**src/rtl/incremental_pid_four_motor_defines.svh**
```systemverilog
// assertion macros shared by the incremental pid rtl
// the using module must have clk and arst_n in scope
`ifndef INCREMENTAL_PID_FOUR_MOTOR_DEFINES_SVH
`define INCREMENTAL_PID_FOUR_MOTOR_DEFINES_SVH
`ifndef SYNTHESIS
`define IPFM_ASSERT(lbl, prop, msg) \
	lbl: assert property (@(posedge clk) disable iff (!arst_n) prop) else $error(msg);
`define IPFM_NEVER(lbl, cond, msg) \
	lbl: assert property (@(posedge clk) disable iff (!arst_n) !(cond)) else $error(msg);
`else
`define IPFM_ASSERT(lbl, prop, msg)
`define IPFM_NEVER(lbl, cond, msg)
`endif
`endif

```
**src/rtl/ipfm_pkg.sv**
```systemverilog
// shared types, constants and fixed-point helpers for the four-motor pid
// no dependencies
`default_nettype none
package ipfm_pkg;

	localparam int MOTOR_COUNT = 4;
	localparam int MOTOR_IDX_W = $clog2(MOTOR_COUNT);
	localparam int SPEED_W     = 16;
	localparam int ERR_W       = SPEED_W + 1;
	localparam int OFF_W       = 8;
	localparam int GAIN_W      = 16;
	localparam int MAXSPD_W    = 15;
	localparam int ACTION_W    = 3;
	localparam int SUM_W       = 40;
	localparam int PADDR_W     = 5;
	localparam int PDATA_W     = 32;
	localparam int FRAC_BITS   = 8;

	typedef enum logic [ACTION_W-1:0] {
		ACT_COMPUTE = 3'd0,
		ACT_SET_ONE = 3'd1,
		ACT_SET_ALL = 3'd2,
		ACT_SPIN    = 3'd3,
		ACT_STEER   = 3'd4,
		ACT_CLEAR   = 3'd5
	} action_t;

	typedef enum logic [2:0] {
		REG_KP        = 3'd0,
		REG_KI        = 3'd1,
		REG_KD        = 3'd2,
		REG_STEER_KP  = 3'd3,
		REG_STEER_KD  = 3'd4,
		REG_MAX_SPEED = 3'd5
	} reg_idx_t;

	localparam logic [GAIN_W-1:0]   KP_RESET        = 16'd320;
	localparam logic [GAIN_W-1:0]   KI_RESET        = 16'd512;
	localparam logic [GAIN_W-1:0]   KD_RESET        = 16'd102;
	localparam logic [GAIN_W-1:0]   STEER_KP_RESET  = 16'd141;
	localparam logic [GAIN_W-1:0]   STEER_KD_RESET  = 16'd1664;
	localparam logic [MAXSPD_W-1:0] MAX_SPEED_RESET = 15'd32767;

	typedef struct packed {
		logic [GAIN_W-1:0]   kp;
		logic [GAIN_W-1:0]   ki;
		logic [GAIN_W-1:0]   kd;
		logic [GAIN_W-1:0]   steer_kp;
		logic [GAIN_W-1:0]   steer_kd;
		logic [MAXSPD_W-1:0] max_speed;
	} cfg_t;

	typedef struct packed {
		logic                    upd;
		logic signed [OFF_W-1:0] offset;
	} steer_req_t;

	localparam logic signed [SUM_W-1:0] PWM_MAX = SUM_W'(32767);
	localparam logic signed [SUM_W-1:0] PWM_MIN = SUM_W'(-32768);
	localparam logic signed [SUM_W-1:0] FB_MAX  = SUM_W'(127);
	localparam logic signed [SUM_W-1:0] FB_MIN  = SUM_W'(-128);

	// q32.8 to integer, rounding toward zero
	function automatic logic signed [SUM_W-1:0] q8_trunc(input logic signed [SUM_W-1:0] s);
		logic signed [SUM_W-1:0] mag;
		mag = s[SUM_W-1] ? -s : s;
		mag = mag >>> FRAC_BITS;
		return s[SUM_W-1] ? -mag : mag;
	endfunction

	function automatic logic signed [SPEED_W-1:0] sat16(input logic signed [SUM_W-1:0] s);
		logic signed [SPEED_W-1:0] r;
		if (s > PWM_MAX) begin
			r = PWM_MAX[SPEED_W-1:0];
		end else if (s < PWM_MIN) begin
			r = PWM_MIN[SPEED_W-1:0];
		end else begin
			r = s[SPEED_W-1:0];
		end
		return r;
	endfunction

	function automatic logic signed [OFF_W-1:0] sat8(input logic signed [SUM_W-1:0] s);
		logic signed [OFF_W-1:0] r;
		if (s > FB_MAX) begin
			r = FB_MAX[OFF_W-1:0];
		end else if (s < FB_MIN) begin
			r = FB_MIN[OFF_W-1:0];
		end else begin
			r = s[OFF_W-1:0];
		end
		return r;
	endfunction

	// one guard bit down to 16 bits
	function automatic logic signed [SPEED_W-1:0] sat17(input logic signed [SPEED_W:0] x);
		logic signed [SPEED_W-1:0] r;
		if (x[SPEED_W] != x[SPEED_W-1]) begin
			r = x[SPEED_W] ? {1'b1, {(SPEED_W-1){1'b0}}} : {1'b0, {(SPEED_W-1){1'b1}}};
		end else begin
			r = x[SPEED_W-1:0];
		end
		return r;
	endfunction

endpackage
`default_nettype wire

```
**src/rtl/incremental_pid_four_motor.sv**
```systemverilog
// top level: four-motor incremental velocity pid with target setting
// uses ipfm_pkg, ipfm_regs, ipfm_steer, ipfm_loop
//
//  channel   handshake                        payload
//  item      item_valid / item_ready          action motor_index speed_request
//                                             measured_count line_offset
//  result    result_valid / result_ready      pwm_increment measured_speed target_speed
//  config    psel penable pwrite pready       paddr pwdata prdata
//
// one beat per cycle sustained while result_ready is high; an item passes the input
// stage, then the result register, set by the single pid / target update path
// reset clears all targets, measurements, error history and offset history, and
// loads the default gains; no clearing pass, items are taken right after reset
// result_ready low holds the result; item_ready drops only once the input stage
// is also full
`default_nettype none
module incremental_pid_four_motor (
	input  wire logic                                   clk,
	input  wire logic                                   arst_n,
	input  wire logic                                   psel,
	input  wire logic                                   penable,
	input  wire logic                                   pwrite,
	input  wire logic [ipfm_pkg::PADDR_W-1:0]           paddr,
	input  wire logic [ipfm_pkg::PDATA_W-1:0]           pwdata,
	output logic      [ipfm_pkg::PDATA_W-1:0]           prdata,
	output logic                                        pready,
	input  wire logic                                   item_valid,
	output logic                                        item_ready,
	input  wire logic [ipfm_pkg::ACTION_W-1:0]          action,
	input  wire logic [ipfm_pkg::MOTOR_IDX_W-1:0]       motor_index,
	input  wire logic signed [ipfm_pkg::SPEED_W-1:0]    speed_request,
	input  wire logic signed [ipfm_pkg::SPEED_W-1:0]    measured_count,
	input  wire logic signed [ipfm_pkg::OFF_W-1:0]      line_offset,
	output logic                                        result_valid,
	input  wire logic                                   result_ready,
	output logic signed [ipfm_pkg::SPEED_W-1:0]         pwm_increment,
	output logic signed [ipfm_pkg::SPEED_W-1:0]         measured_speed,
	output logic signed [ipfm_pkg::SPEED_W-1:0]         target_speed
);

	ipfm_pkg::cfg_t                       cfg;
	ipfm_pkg::steer_req_t                 steer_req;
	logic signed [ipfm_pkg::OFF_W-1:0]    fb;

	ipfm_regs u_regs (
		.clk     (clk),
		.arst_n  (arst_n),
		.psel    (psel),
		.penable (penable),
		.pwrite  (pwrite),
		.paddr   (paddr),
		.pwdata  (pwdata),
		.prdata  (prdata),
		.pready  (pready),
		.cfg     (cfg)
	);

	ipfm_steer u_steer (
		.clk    (clk),
		.arst_n (arst_n),
		.cfg    (cfg),
		.req    (steer_req),
		.fb     (fb)
	);

	ipfm_loop u_loop (
		.clk            (clk),
		.arst_n         (arst_n),
		.cfg            (cfg),
		.fb             (fb),
		.steer_req      (steer_req),
		.item_valid     (item_valid),
		.item_ready     (item_ready),
		.action         (action),
		.motor_index    (motor_index),
		.speed_request  (speed_request),
		.measured_count (measured_count),
		.line_offset    (line_offset),
		.result_valid   (result_valid),
		.result_ready   (result_ready),
		.pwm_increment  (pwm_increment),
		.measured_speed (measured_speed),
		.target_speed   (target_speed)
	);

endmodule
`default_nettype wire

```
**src/rtl/ipfm_regs.sv**
```systemverilog
// apb-style register file holding gains and the speed cap
// uses ipfm_pkg
`default_nettype none
module ipfm_regs (
	input  wire logic                            clk,
	input  wire logic                            arst_n,
	input  wire logic                            psel,
	input  wire logic                            penable,
	input  wire logic                            pwrite,
	input  wire logic [ipfm_pkg::PADDR_W-1:0]    paddr,
	input  wire logic [ipfm_pkg::PDATA_W-1:0]    pwdata,
	output logic      [ipfm_pkg::PDATA_W-1:0]    prdata,
	output logic                                 pready,
	output ipfm_pkg::cfg_t                       cfg
);

	ipfm_pkg::cfg_t cfg_q;
	logic [2:0]     widx;
	logic           wr_en;

	assign widx   = paddr[ipfm_pkg::PADDR_W-1:2];
	assign wr_en  = psel && penable && pwrite;
	assign pready = 1'b1;
	assign cfg    = cfg_q;

	always_ff @(posedge clk or negedge arst_n) begin
		if (!arst_n) begin
			cfg_q.kp        <= ipfm_pkg::KP_RESET;
			cfg_q.ki        <= ipfm_pkg::KI_RESET;
			cfg_q.kd        <= ipfm_pkg::KD_RESET;
			cfg_q.steer_kp  <= ipfm_pkg::STEER_KP_RESET;
			cfg_q.steer_kd  <= ipfm_pkg::STEER_KD_RESET;
			cfg_q.max_speed <= ipfm_pkg::MAX_SPEED_RESET;
		end else if (wr_en) begin
			case (widx)
				ipfm_pkg::REG_KP:        cfg_q.kp        <= pwdata[ipfm_pkg::GAIN_W-1:0];
				ipfm_pkg::REG_KI:        cfg_q.ki        <= pwdata[ipfm_pkg::GAIN_W-1:0];
				ipfm_pkg::REG_KD:        cfg_q.kd        <= pwdata[ipfm_pkg::GAIN_W-1:0];
				ipfm_pkg::REG_STEER_KP:  cfg_q.steer_kp  <= pwdata[ipfm_pkg::GAIN_W-1:0];
				ipfm_pkg::REG_STEER_KD:  cfg_q.steer_kd  <= pwdata[ipfm_pkg::GAIN_W-1:0];
				ipfm_pkg::REG_MAX_SPEED: cfg_q.max_speed <= pwdata[ipfm_pkg::MAXSPD_W-1:0];
				default: ;
			endcase
		end
	end

	always_comb begin
		case (widx)
			ipfm_pkg::REG_KP:        prdata = ipfm_pkg::PDATA_W'(cfg_q.kp);
			ipfm_pkg::REG_KI:        prdata = ipfm_pkg::PDATA_W'(cfg_q.ki);
			ipfm_pkg::REG_KD:        prdata = ipfm_pkg::PDATA_W'(cfg_q.kd);
			ipfm_pkg::REG_STEER_KP:  prdata = ipfm_pkg::PDATA_W'(cfg_q.steer_kp);
			ipfm_pkg::REG_STEER_KD:  prdata = ipfm_pkg::PDATA_W'(cfg_q.steer_kd);
			ipfm_pkg::REG_MAX_SPEED: prdata = ipfm_pkg::PDATA_W'(cfg_q.max_speed);
			default:                 prdata = '0;
		endcase
	end

endmodule
`default_nettype wire

```
**src/rtl/ipfm_steer.sv**
```systemverilog
// line-offset pd correction with its previous-offset register
// uses ipfm_pkg
`default_nettype none
module ipfm_steer (
	input  wire logic                                 clk,
	input  wire logic                                 arst_n,
	input  wire ipfm_pkg::cfg_t                       cfg,
	input  wire ipfm_pkg::steer_req_t                 req,
	output logic signed [ipfm_pkg::OFF_W-1:0]         fb
);

	logic signed [ipfm_pkg::OFF_W-1:0]  offset_prev_q;
	logic signed [ipfm_pkg::OFF_W:0]    diff;
	logic signed [ipfm_pkg::GAIN_W+ipfm_pkg::OFF_W:0]   p_kp;
	logic signed [ipfm_pkg::GAIN_W+ipfm_pkg::OFF_W+1:0] p_kd;
	logic signed [ipfm_pkg::SUM_W-1:0]  sum;

	assign diff = {req.offset[ipfm_pkg::OFF_W-1], req.offset}
		- {offset_prev_q[ipfm_pkg::OFF_W-1], offset_prev_q};
	assign p_kp = $signed({1'b0, cfg.steer_kp}) * req.offset;
	assign p_kd = $signed({1'b0, cfg.steer_kd}) * diff;
	assign sum  = ipfm_pkg::SUM_W'(p_kp) + ipfm_pkg::SUM_W'(p_kd);
	assign fb   = ipfm_pkg::sat8(ipfm_pkg::q8_trunc(sum));

	always_ff @(posedge clk or negedge arst_n) begin
		if (!arst_n) begin
			offset_prev_q <= '0;
		end else if (req.upd) begin
			offset_prev_q <= req.offset;
		end
	end

endmodule
`default_nettype wire

```
**src/rtl/ipfm_loop.sv**
```systemverilog
// input stage, per-motor loop state, pid increment and result register
// uses ipfm_pkg, incremental_pid_four_motor_defines.svh; fb comes from ipfm_steer
`default_nettype none
`include "incremental_pid_four_motor_defines.svh"
module ipfm_loop (
	input  wire logic                                   clk,
	input  wire logic                                   arst_n,
	input  wire ipfm_pkg::cfg_t                         cfg,
	input  wire logic signed [ipfm_pkg::OFF_W-1:0]      fb,
	output ipfm_pkg::steer_req_t                        steer_req,
	input  wire logic                                   item_valid,
	output logic                                        item_ready,
	input  wire logic [ipfm_pkg::ACTION_W-1:0]          action,
	input  wire logic [ipfm_pkg::MOTOR_IDX_W-1:0]       motor_index,
	input  wire logic signed [ipfm_pkg::SPEED_W-1:0]    speed_request,
	input  wire logic signed [ipfm_pkg::SPEED_W-1:0]    measured_count,
	input  wire logic signed [ipfm_pkg::OFF_W-1:0]      line_offset,
	output logic                                        result_valid,
	input  wire logic                                   result_ready,
	output logic signed [ipfm_pkg::SPEED_W-1:0]         pwm_increment,
	output logic signed [ipfm_pkg::SPEED_W-1:0]         measured_speed,
	output logic signed [ipfm_pkg::SPEED_W-1:0]         target_speed
);

	localparam int SW = ipfm_pkg::SPEED_W;
	localparam int EW = ipfm_pkg::ERR_W;
	localparam int GW = ipfm_pkg::GAIN_W;
	localparam int NM = ipfm_pkg::MOTOR_COUNT;

	// input stage
	logic                                 valid_s1;
	logic [ipfm_pkg::ACTION_W-1:0]        act_s1;
	logic [ipfm_pkg::MOTOR_IDX_W-1:0]     idx_s1;
	logic signed [SW-1:0]                 req_s1;
	logic signed [SW-1:0]                 meas_s1;
	logic signed [ipfm_pkg::OFF_W-1:0]    off_s1;

	// loop state
	logic signed [SW-1:0] target_q [NM];
	logic signed [SW-1:0] meas_q   [NM];
	logic signed [EW-1:0] ep_q     [NM];
	logic signed [EW-1:0] ep2_q    [NM];
	logic signed [SW-1:0] target_d [NM];
	logic signed [SW-1:0] meas_d   [NM];
	logic signed [EW-1:0] ep_d     [NM];
	logic signed [EW-1:0] ep2_d    [NM];

	// result register
	logic                 result_valid_q;
	logic signed [SW-1:0] pwm_q;
	logic signed [SW-1:0] meas_out_q;
	logic signed [SW-1:0] tgt_out_q;

	logic adv, take, step;

	logic signed [SW-1:0]   max_s, v, neg_v, left_t, right_t, tgt_cur;
	logic signed [SW:0]     neg_x, left_x, right_x;
	logic signed [EW-1:0]   e, e1, e2;
	logic signed [EW:0]     d1;
	logic signed [EW+1:0]   d2;
	logic signed [GW+EW+1:0] p_kp;
	logic signed [GW+EW:0]   p_ki;
	logic signed [GW+EW+2:0] p_kd;
	logic signed [ipfm_pkg::SUM_W-1:0] sum;
	logic signed [SW-1:0]   pwm_calc, pwm_d;

	// handshake: the input stage moves whenever the result register is free or drained
	assign adv        = !result_valid_q || result_ready;
	assign item_ready = !valid_s1 || adv;
	assign take       = item_valid && item_ready;
	assign step       = valid_s1 && adv;

	always_ff @(posedge clk or negedge arst_n) begin
		if (!arst_n) begin
			valid_s1       <= 1'b0;
			result_valid_q <= 1'b0;
		end else begin
			if (item_ready) begin
				valid_s1 <= item_valid;
			end
			if (adv) begin
				result_valid_q <= valid_s1;
			end
		end
	end

	always_ff @(posedge clk) begin
		if (take) begin
			act_s1  <= action;
			idx_s1  <= motor_index;
			req_s1  <= speed_request;
			meas_s1 <= measured_count;
			off_s1  <= line_offset;
		end
		if (step) begin
			pwm_q      <= pwm_d;
			meas_out_q <= meas_d[idx_s1];
			tgt_out_q  <= target_d[idx_s1];
		end
	end

	always_ff @(posedge clk or negedge arst_n) begin
		if (!arst_n) begin
			for (int i = 0; i < NM; i++) begin
				target_q[i] <= '0;
				meas_q[i]   <= '0;
				ep_q[i]     <= '0;
				ep2_q[i]    <= '0;
			end
		end else if (step) begin
			for (int i = 0; i < NM; i++) begin
				target_q[i] <= target_d[i];
				meas_q[i]   <= meas_d[i];
				ep_q[i]     <= ep_d[i];
				ep2_q[i]    <= ep2_d[i];
			end
		end
	end

	// capped request and the spin / steer targets
	assign max_s   = $signed({1'b0, cfg.max_speed});
	assign v       = (req_s1 > max_s) ? max_s : req_s1;
	assign neg_x   = -{v[SW-1], v};
	assign neg_v   = ipfm_pkg::sat17(neg_x);
	assign left_x  = {v[SW-1], v} + (SW+1)'(fb);
	assign right_x = {v[SW-1], v} - (SW+1)'(fb);
	assign left_t  = ipfm_pkg::sat17(left_x);
	assign right_t = ipfm_pkg::sat17(right_x);

	// incremental pid on the addressed motor
	assign tgt_cur  = target_q[idx_s1];
	assign e        = {tgt_cur[SW-1], tgt_cur} - {meas_s1[SW-1], meas_s1};
	assign e1       = ep_q[idx_s1];
	assign e2       = ep2_q[idx_s1];
	assign d1       = (EW+1)'(e) - (EW+1)'(e1);
	assign d2       = (EW+2)'(e) - ((EW+2)'(e1) <<< 1) + (EW+2)'(e2);
	assign p_kp     = $signed({1'b0, cfg.kp}) * d1;
	assign p_ki     = $signed({1'b0, cfg.ki}) * e;
	assign p_kd     = $signed({1'b0, cfg.kd}) * d2;
	assign sum      = ipfm_pkg::SUM_W'(p_kp) + ipfm_pkg::SUM_W'(p_ki)
		+ ipfm_pkg::SUM_W'(p_kd);
	assign pwm_calc = ipfm_pkg::sat16(ipfm_pkg::q8_trunc(sum));

	always_comb begin
		target_d = target_q;
		meas_d   = meas_q;
		ep_d     = ep_q;
		ep2_d    = ep2_q;
		pwm_d    = '0;
		case (act_s1)
			ipfm_pkg::ACT_COMPUTE: begin
				meas_d[idx_s1] = meas_s1;
				ep2_d[idx_s1]  = e1;
				ep_d[idx_s1]   = e;
				pwm_d          = pwm_calc;
			end
			ipfm_pkg::ACT_SET_ONE: begin
				target_d[idx_s1] = v;
			end
			ipfm_pkg::ACT_SET_ALL: begin
				for (int i = 0; i < NM; i++) begin
					target_d[i] = v;
				end
			end
			ipfm_pkg::ACT_SPIN: begin
				// odd motors are on the right side
				for (int i = 0; i < NM; i++) begin
					target_d[i] = i[0] ? neg_v : v;
				end
			end
			ipfm_pkg::ACT_STEER: begin
				for (int i = 0; i < NM; i++) begin
					target_d[i] = i[0] ? right_t : left_t;
				end
			end
			ipfm_pkg::ACT_CLEAR: begin
				for (int i = 0; i < NM; i++) begin
					target_d[i] = '0;
					meas_d[i]   = '0;
					ep_d[i]     = '0;
					ep2_d[i]    = '0;
				end
			end
			default: ;
		endcase
	end

	assign steer_req.upd    = step && (act_s1 == ipfm_pkg::ACT_STEER);
	assign steer_req.offset = off_s1;

	assign result_valid   = result_valid_q;
	assign pwm_increment  = pwm_q;
	assign measured_speed = meas_out_q;
	assign target_speed   = tgt_out_q;

	`IPFM_ASSERT(a_step_gives_result, step |=> result_valid_q, "beat in stage 1 lost")
	`IPFM_NEVER(a_ready_when_empty, !result_valid_q && !item_ready, "stalled with no result")
	`IPFM_ASSERT(a_pwm_only_compute, step && (act_s1 != ipfm_pkg::ACT_COMPUTE) |=> pwm_q == 0, "pwm on non-compute")
	`IPFM_ASSERT(a_clear_zeroes, step && (act_s1 == ipfm_pkg::ACT_CLEAR) |=> target_q[0] == 0 && target_q[3] == 0 && meas_q[1] == 0 && ep_q[2] == 0, "clear left state")
	`IPFM_ASSERT(a_set_all_equal, step && (act_s1 == ipfm_pkg::ACT_SET_ALL) |=> target_q[0] == target_q[1] && target_q[2] == target_q[3], "set all mismatch")

endmodule
`default_nettype wire
```
**config.mk**
```make
export PLATFORM = sky130hd
export DESIGN_NAME = incremental_pid_four_motor
export DESIGN_NICKNAME = d
export VERILOG_FILES = /design/src/rtl/ipfm_pkg.sv /design/src/rtl/incremental_pid_four_motor.sv /design/src/rtl/ipfm_regs.sv /design/src/rtl/ipfm_steer.sv /design/src/rtl/ipfm_loop.sv
export VERILOG_INCLUDE_DIRS = /design/src /design/src/rtl
export SDC_FILE = /design/constraint.sdc
export NUM_CORES = 2
export LEC_CHECK = 0
export BUFFER_PORTS_ARGS = -buffer_cell sky130_fd_sc_hd__clkbuf_2
export CAP_MARGIN = 20
export CORE_MARGIN = 4
export CORE_UTILIZATION = 45
export CTS_CLUSTER_DIAMETER = 200
export DETAILED_ROUTE_END_ITERATION = 8
export GPL_TIMING_DRIVEN = 0
export HOLD_SLACK_MARGIN = 0.06
export PLACE_DENSITY_LB_ADDON = 0.15
export SLEW_MARGIN = 20
export SYNTH_ARGS = -nofsm -noshare
export SYNTH_HDL_FRONTEND = slang
export SYNTH_SLANG_ARGS = --single-unit
```
**constraint.sdc**
```tcl
create_clock -name clk -period 25.3 [get_ports clk]
set_input_delay 5.06 -clock clk [delete_from_list [all_inputs] [get_ports clk]]
set_output_delay 5.06 -clock clk [all_outputs]
set_load 0.02 [all_outputs]
```
Yosys cells after proc, flatten, opt, wreduce, memory -nomap -nowiden
Index checks and enable logic that the tools add are counted.
{ "word_totals": {"register_bits": 462, "latch_bits": 0, "ram_bits": 0, "mem_bits_ro": 0, "inputBits": 89, "output_inout_bits": 83, "memories": 0} }
{ "op_classes": {"addsub": 15, "multipliers": 5, "n_div": 0, "magnitude_cmp": 7, "n_eq_ne": 13, "shift": 0, "mux": 43, "bitwise": 2, "reduce_logical": 21} }
{ "ops": {"columns": ["operator", "n"], "rows": [
  ["64-bit case mux with 5 select lines", 1],
  ["68-bit case mux with 2 select lines", 2],
  ["16-bit 2-to-1 mux", 15],
  ["40-bit 2-to-1 mux", 4],
  ["68-bit bitwise mux", 2],
  ["64-bit bitwise mux", 2],
  ["64-bit case mux with 2 select lines", 1],
  ["16-bit binary-select mux with 2-bit select", 3],
  ["16-bit case mux with 6 select lines", 1],
  ["17-bit 2-to-1 mux", 5],
  ["32-bit negator with 40-bit output", 2],
  ["40-bit negator", 2],
  ["17-bit binary-select mux with 2-bit select", 2],
  ["40-bit by 16-bit greater-than comparator with 1-bit output, second input constant", 1],
  ["40-bit by 8-bit greater-than comparator with 1-bit output, second input constant", 1],
  ["40-bit by 16-bit < comparator with 1-bit output, second input constant", 1],
  ["40-bit by 8-bit < comparator with 1-bit output, second input constant", 1],
  ["36-bit by 36-bit adder with 37-bit output", 1],
  ["35-bit by 34-bit adder with 36-bit output", 1],
  ["17-bit by 19-bit multiplier with 36-bit output", 1],
  ["17-bit by 18-bit multiplier with 35-bit output", 1],
  ["17-bit demux with 2-bit select", 1],
  ["17-bit by 17-bit multiplier with 34-bit output", 1],
  ["16-bit demux with 2-bit select", 1],
  ["29 further kinds", 53]
]} }

Logic depth before layout (Yosys ltp)
{ "depth": {"ltp_word": 17, "depth_mapped": 72, "mapped_depth_nobuf": 65} }

By module
From an unflattened synthesis, not the netlist that was laid out.
{ "unflattened": {"cells_unflattened": 7767, "area_unflattened_um2": 72101.7} }
{ "by_module_without_submodules": {"columns": ["module", "instances", "cells_per_inst", "area_per_inst_um2", "seq_area_each_um2"], "rows": [
  ["ipfm_loop", 1, 6175, 56695.6, 9449.1],
  ["ipfm_steer", 1, 1253, 10809.1, 200.2],
  ["ipfm_regs", 1, 339, 4596.9, 2413.6]
]} }

Least setup slack after synthesis
No wires, ideal clock.
{ "synth_timing": {"path_type": "reg2reg", "from": "register u_loop.idx_s1[0] (netlist bit)", "to": "register u_loop.pwm_q[10], in the netlist u_loop.pwm_increment[10] (data pin)", "setup_ns": 0.260, "t_arrival_ns": 17.300, "slack_ns": 7.740, "path_stages_with_launch": 71, "path_cell_list": "edfxtp_1 -> buf_1 -> buf_1 -> clkbuf_1 -> clkbuf_1 -> mux4_2 -> ha_1 -> nor2b_1 -> o21ai_0 -> a21oi_1 -> o21a_1 -> o21ai_0 -> a21oi_1 -> o21ai_0 -> nand2b_1 -> a21oi_1 -> o21bai_1 -> a21oi_1 -> (+35 left out) -> nand4_1 -> a21oi_2 -> xor2_2 -> clkbuf_1 -> clkbuf_1 -> nand2_1 -> xor2_1 -> ha_1 -> inv_1 -> a221oi_4 -> nand4_2 -> nor2_1 -> mux2_1 -> a31oi_1 -> a21oi_1 -> a31oi_2 -> buf_6 -> o21ai_1"} }
{ "synth_via": {"elab_chain_cells": 16} }
{ "synth_lines": {"columns": ["item", "line", "source"], "rows": [
  ["from (decl)", "ipfm_loop.sv:33", "logic [ipfm_pkg::MOTOR_IDX_W-1:0] idx_s1;"],
  ["from (signal assigned)", "ipfm_loop.sv:90", "idx_s1 <= motor_index;"],
  ["2-bit inverter with 3-bit output (implied by the code) (*)", "ipfm_loop.sv:131, ipfm_loop.sv:133, ipfm_loop.sv:134", null],
  ["16-bit binary-select mux with 2-bit select", "ipfm_loop.sv:131", "assign tgt_cur = target_q[idx_s1];"],
  ["16-bit 2-to-1 mux (implied by the code) (2 in series)", "ipfm_loop.sv:131", null],
  ["16-bit by 16-bit subtractor with 17-bit output", "ipfm_loop.sv:132", "assign e = {tgt_cur[SW-1], tgt_cur} - {meas_s1[SW-1], meas_s1};"],
  ["17-bit by 17-bit subtractor with 18-bit output or 17-bit by 18-bit subtractor with 19-bit output (tied branches)", "ipfm_loop.sv:135, ipfm_loop.sv:136", null],
  ["17-bit by 18-bit multiplier with 35-bit output or 19-bit by 17-bit adder with 19-bit output (tied branches)", "ipfm_loop.sv:137, ipfm_loop.sv:136", null],
  ["35-bit by 34-bit adder with 36-bit output or 17-bit by 19-bit multiplier with 36-bit output (tied branches)", "ipfm_loop.sv:140, ipfm_loop.sv:139", null],
  ["36-bit by 36-bit adder with 37-bit output (*)", "ipfm_loop.sv:141", "+ ipfm_pkg::SUM_W'(p_kd);"],
  ["40-bit negator", "ipfm_pkg.sv:66", "mag = s[SUM_W-1] ? -s : s;"],
  ["40-bit 2-to-1 mux", "ipfm_pkg.sv:66", null],
  ["32-bit negator with 40-bit output", "ipfm_pkg.sv:68", "return s[SUM_W-1] ? -mag : mag;"],
  ["40-bit 2-to-1 mux (*)", "ipfm_pkg.sv:68", null],
  ["40-bit by 16-bit < comparator with 1-bit output", "ipfm_pkg.sv:75", "end else if (s < PWM_MIN) begin"],
  ["16-bit 2-to-1 mux", "ipfm_pkg.sv:75", null],
  ["15-bit 2-to-1 mux (*)", "ipfm_pkg.sv:73", "if (s > PWM_MAX) begin"],
  ["to (signal assigned)", "ipfm_loop.sv:96", "pwm_q <= pwm_d;"],
  ["to (decl)", "ipfm_loop.sv:50", "logic signed [SW-1:0] pwm_q;"]
]} }
Every way passes the cells marked *; elsewhere a longest branch is shown, timed or not. The select of a mux whose other input is x is not followed.
A chain may end at the register's enable or synchronous reset.

Final worst setup path
{ "layout_timing": {"from": "register u_loop.idx_s1[0] (netlist bit)", "to": "register u_loop.pwm_q[5], in the netlist u_loop.pwm_increment[5] (data pin)"} }
The elaborated chain is that of the path after synthesis.

==> reports/metrics.yaml <==
status: "completed"
nets: 9746
cp.required_ns: 25.68
hold_depth: 2
ant_nets: 0
timing.critical_path.to_type: "flip-flop"
drc: 0
area_delta_synth_final_pct: 8.12
viasPerCell: 5.63
clock_latency_ns: 0.69
core_area_mm2: 0.159
crit_slowest_cell: "clkbuf_1"
setup_tns_ns: 0
yosys.area.top_type_share_pct: 33.0
post_cts_buffers: 0
async_flop_share_pct: 79.9
ys_ff_latch: 462
r2r_slack_ns: 1.48
clockRootBuffer: "clkbuf_16"
slew_viol_final: 0
hold_violations: 0
worst_pin_slew_ns: 1.22
yosysWarningCount: 0
yosysUniqueCellTypes: 106
wl_um: 250000
timing.rr.start: "u_loop.idx_s1[0]"
syn_area_mm2: 0.0723
hold_start: "u_loop.ep_q[26]"
crit_top_cell: "fa_1"
grt_max_degree: 95
rsz0062_at_grt: "no"
synth.avg_cell_area_um2: 9.30
syn_inst: 7773
first_pass_iters: 6
drt-initial-drc-count: 5208
tritoncts: "done"
worst_slack_ns: 1.48
finClkSkew_ns: 0.0644
synth_area_leaders: "fa_1, dfrtp_1, ha_1, inv_1, nand2_1"
wl_per_cell_um: 24.5
vias: 57400
cts.sinks: 462
gp_congestion: 0.966
die_h_um: 409
clk_pin_slew_ns: 0.06
numPortBuffers: 135
grt_usage_pct: 30.0
setup_violations: 0
synth_flop_cell: "dfrtp_1"
worst_r2r_path_depth: 68
relSlewSlack_pct: 17.9
grt_pass1_vias: 58400
slowest_delay_ns: 0.85
fp.dieW_um: 409
holdPathEnd: "u_loop.ep_q[26]"
grt_pass1_wl_um: 378000
initial_utilization_pct: 45.4
dieArea_mm2: 0.167
grt_overflow: 0
clk_path_buf_depth: 3
post-synth-top-area-cell: "fa_1"
crit_arrival_ns: 24.20
io_pins: 172
period_needed_ns: 23.82
rows: 146
antenna_found_initial: 9
maxCapViolCount: 0
final_common_cell: "inv_1"
start_kind: "flip-flop"
post-route-period-util_pct: 94.1
fillers: 15300
place_ws_ns: 1.67
cp_max_fo: 10
timing.rr.end: "u_loop.pwm_increment[5]"
final_cell_mix: "inv_1, fa_1, nand2_1"
seq_area_frac_synth_pct: 16.7
post-dp-hpwl_um: 209000
drive_gt1_share_pct: 7.25
cts_inserted_buffers: 54
hold_path.class: "flip-flop to flip-flop"
cts_hold_buf: 0
fmax_mhz: 42.0
ctsHtreeMaxLevel: 2
critPathKind: "flip-flop to flip-flop"
synth_edf_count: 93
[cells by family (layout without fill, tap and decap cells)]
kind of cell / after synthesis / count (layout) / synth area share (%)
mux: 249 / 249 / 4.56
buf+inv: 1941 / 2192 / 10.2
simple gates: 2129 / 2129 / 14.5
fa+ha+maj: 1664 / 1664 / 41.2
flops: 462 / 462 / 16.7
xor+xnor: 183 / 183 / 2.23
other cells: 2 / 26 / 0.0104
compound gates: 1143 / 1143 / 10.6
[state kept, by name, indices dropped and copies added (netlist names), 8 cells and up]
signal                 cells
u_loop.ep_q               68
u_loop.target_q           64
u_loop.off_s1              8
u_loop.measured_speed     16
u_regs.cfg                95
u_loop.target_speed       16
u_loop.meas_q             64
u_loop.req_s1             16
u_loop.pwm_increment      16
u_loop.ep2_q              68
u_loop.meas_s1            16
u_steer.offset_prev_q      8
[through the flow]
step / hold WS [ns] / instances / utilization (%) / cell area, µm²
after floorplan: 0.445 / 7788 / - / 72400
after global placement: 0.456 / 10100 / 47.6 / 75700
after detailed placement: 0.466 / 10100 / 47.9 / 76200
after CTS: 0.480 / 10200 / 49.1 / 78100
after global routing: 0.498 / 10200 / 49.1 / 78200
final: 0.476 / 10200 / 49.1 / 78200
[worst max-delay path: cells and delay by family, from the launching register on]
kind / cells / cell delay [ns]
XOR/XNOR: 3 / 1.23
buffers and inverters: 18 / 5.55
AO/OA/AOI/OAI: 23 / 6.47
multiplexers: 1 / 0.50
flip-flops: 1 / 0.46
adder cells (fa/ha/maj): 14 / 6.66
AND/OR/NAND/NOR: 9 / 2.55
[metal layers]
metal  share of wire (%)  GRT usage (%)
met1                  43           43.0
met4                 3.0           7.75
met2                  46           47.3
met3                 8.1           5.19
met5                   0              0
[synth_stat cells, types with 49 or more instances]
| master | instances |
|---|---|
| inv_1 | 1500 |
| fa_1 | 1193 |
| nand2_1 | 874 |
| ha_1 | 471 |
| and2_1 | 448 |
| clkbuf_1 | 391 |
| o21ai_0 | 347 |
| dfrtp_1 | 340 |
| nor2_1 | 238 |
| a21oi_1 | 223 |
| nand3_1 | 131 |
| xnor2_1 | 129 |
| mux2_2 | 121 |
| nand2b_1 | 95 |
| edfxtp_1 | 93 |
| nor2b_1 | 79 |
| mux2i_1 | 75 |
| nor3_1 | 67 |
| a32o_1 | 64 |
| a22o_1 | 53 |
| xor2_1 | 53 |
| mux4_2 | 52 |
| a21o_1 | 49 |
[repair_timing]
item                                    CTS  global route
endpoints found under the hold margin     0             0
endpoints found under the setup margin    0             1
resized for setup                         0             3
[final cells by class]
type | instances | area [µm²] | area share, %
clock inverters | 36 | 569 | 0.728
diodes | 9 | 22.5 | 0.0288
repair buffers | 149 | 925 | 1.18
plain buffers | 437 | 1740 | 2.23
flip-flops and latches | 462 | 12100 | 15.4
inverters | 1504 | 5650 | 7.22
multi-input cells | 5385 | 53100 | 67.9
well taps | 2146 | 2690 | 3.43
clock buffers | 66 | 1430 | 1.82
[worst max path at each step]
stage                           startpoint                        to  slack, ns  depth (start not counted)
after floorplan           u_loop.idx_s1[0]  u_loop.pwm_increment[10]       7.74                         70
after global placement    u_loop.idx_s1[0]   u_loop.pwm_increment[5]       1.20                         68
after detailed placement  u_loop.idx_s1[0]   u_loop.pwm_increment[5]       1.67                         65
after CTS                 u_loop.idx_s1[0]   u_loop.pwm_increment[5]       1.57                         65
after global routing      u_loop.idx_s1[0]   u_loop.pwm_increment[5]       0.37                         65
final                     u_loop.idx_s1[0]   u_loop.pwm_increment[5]       1.48                         68
Power is left out: the tool's default activity adds up to more than one toggle a clock period on the data nets, which glitch-free logic cannot reach.
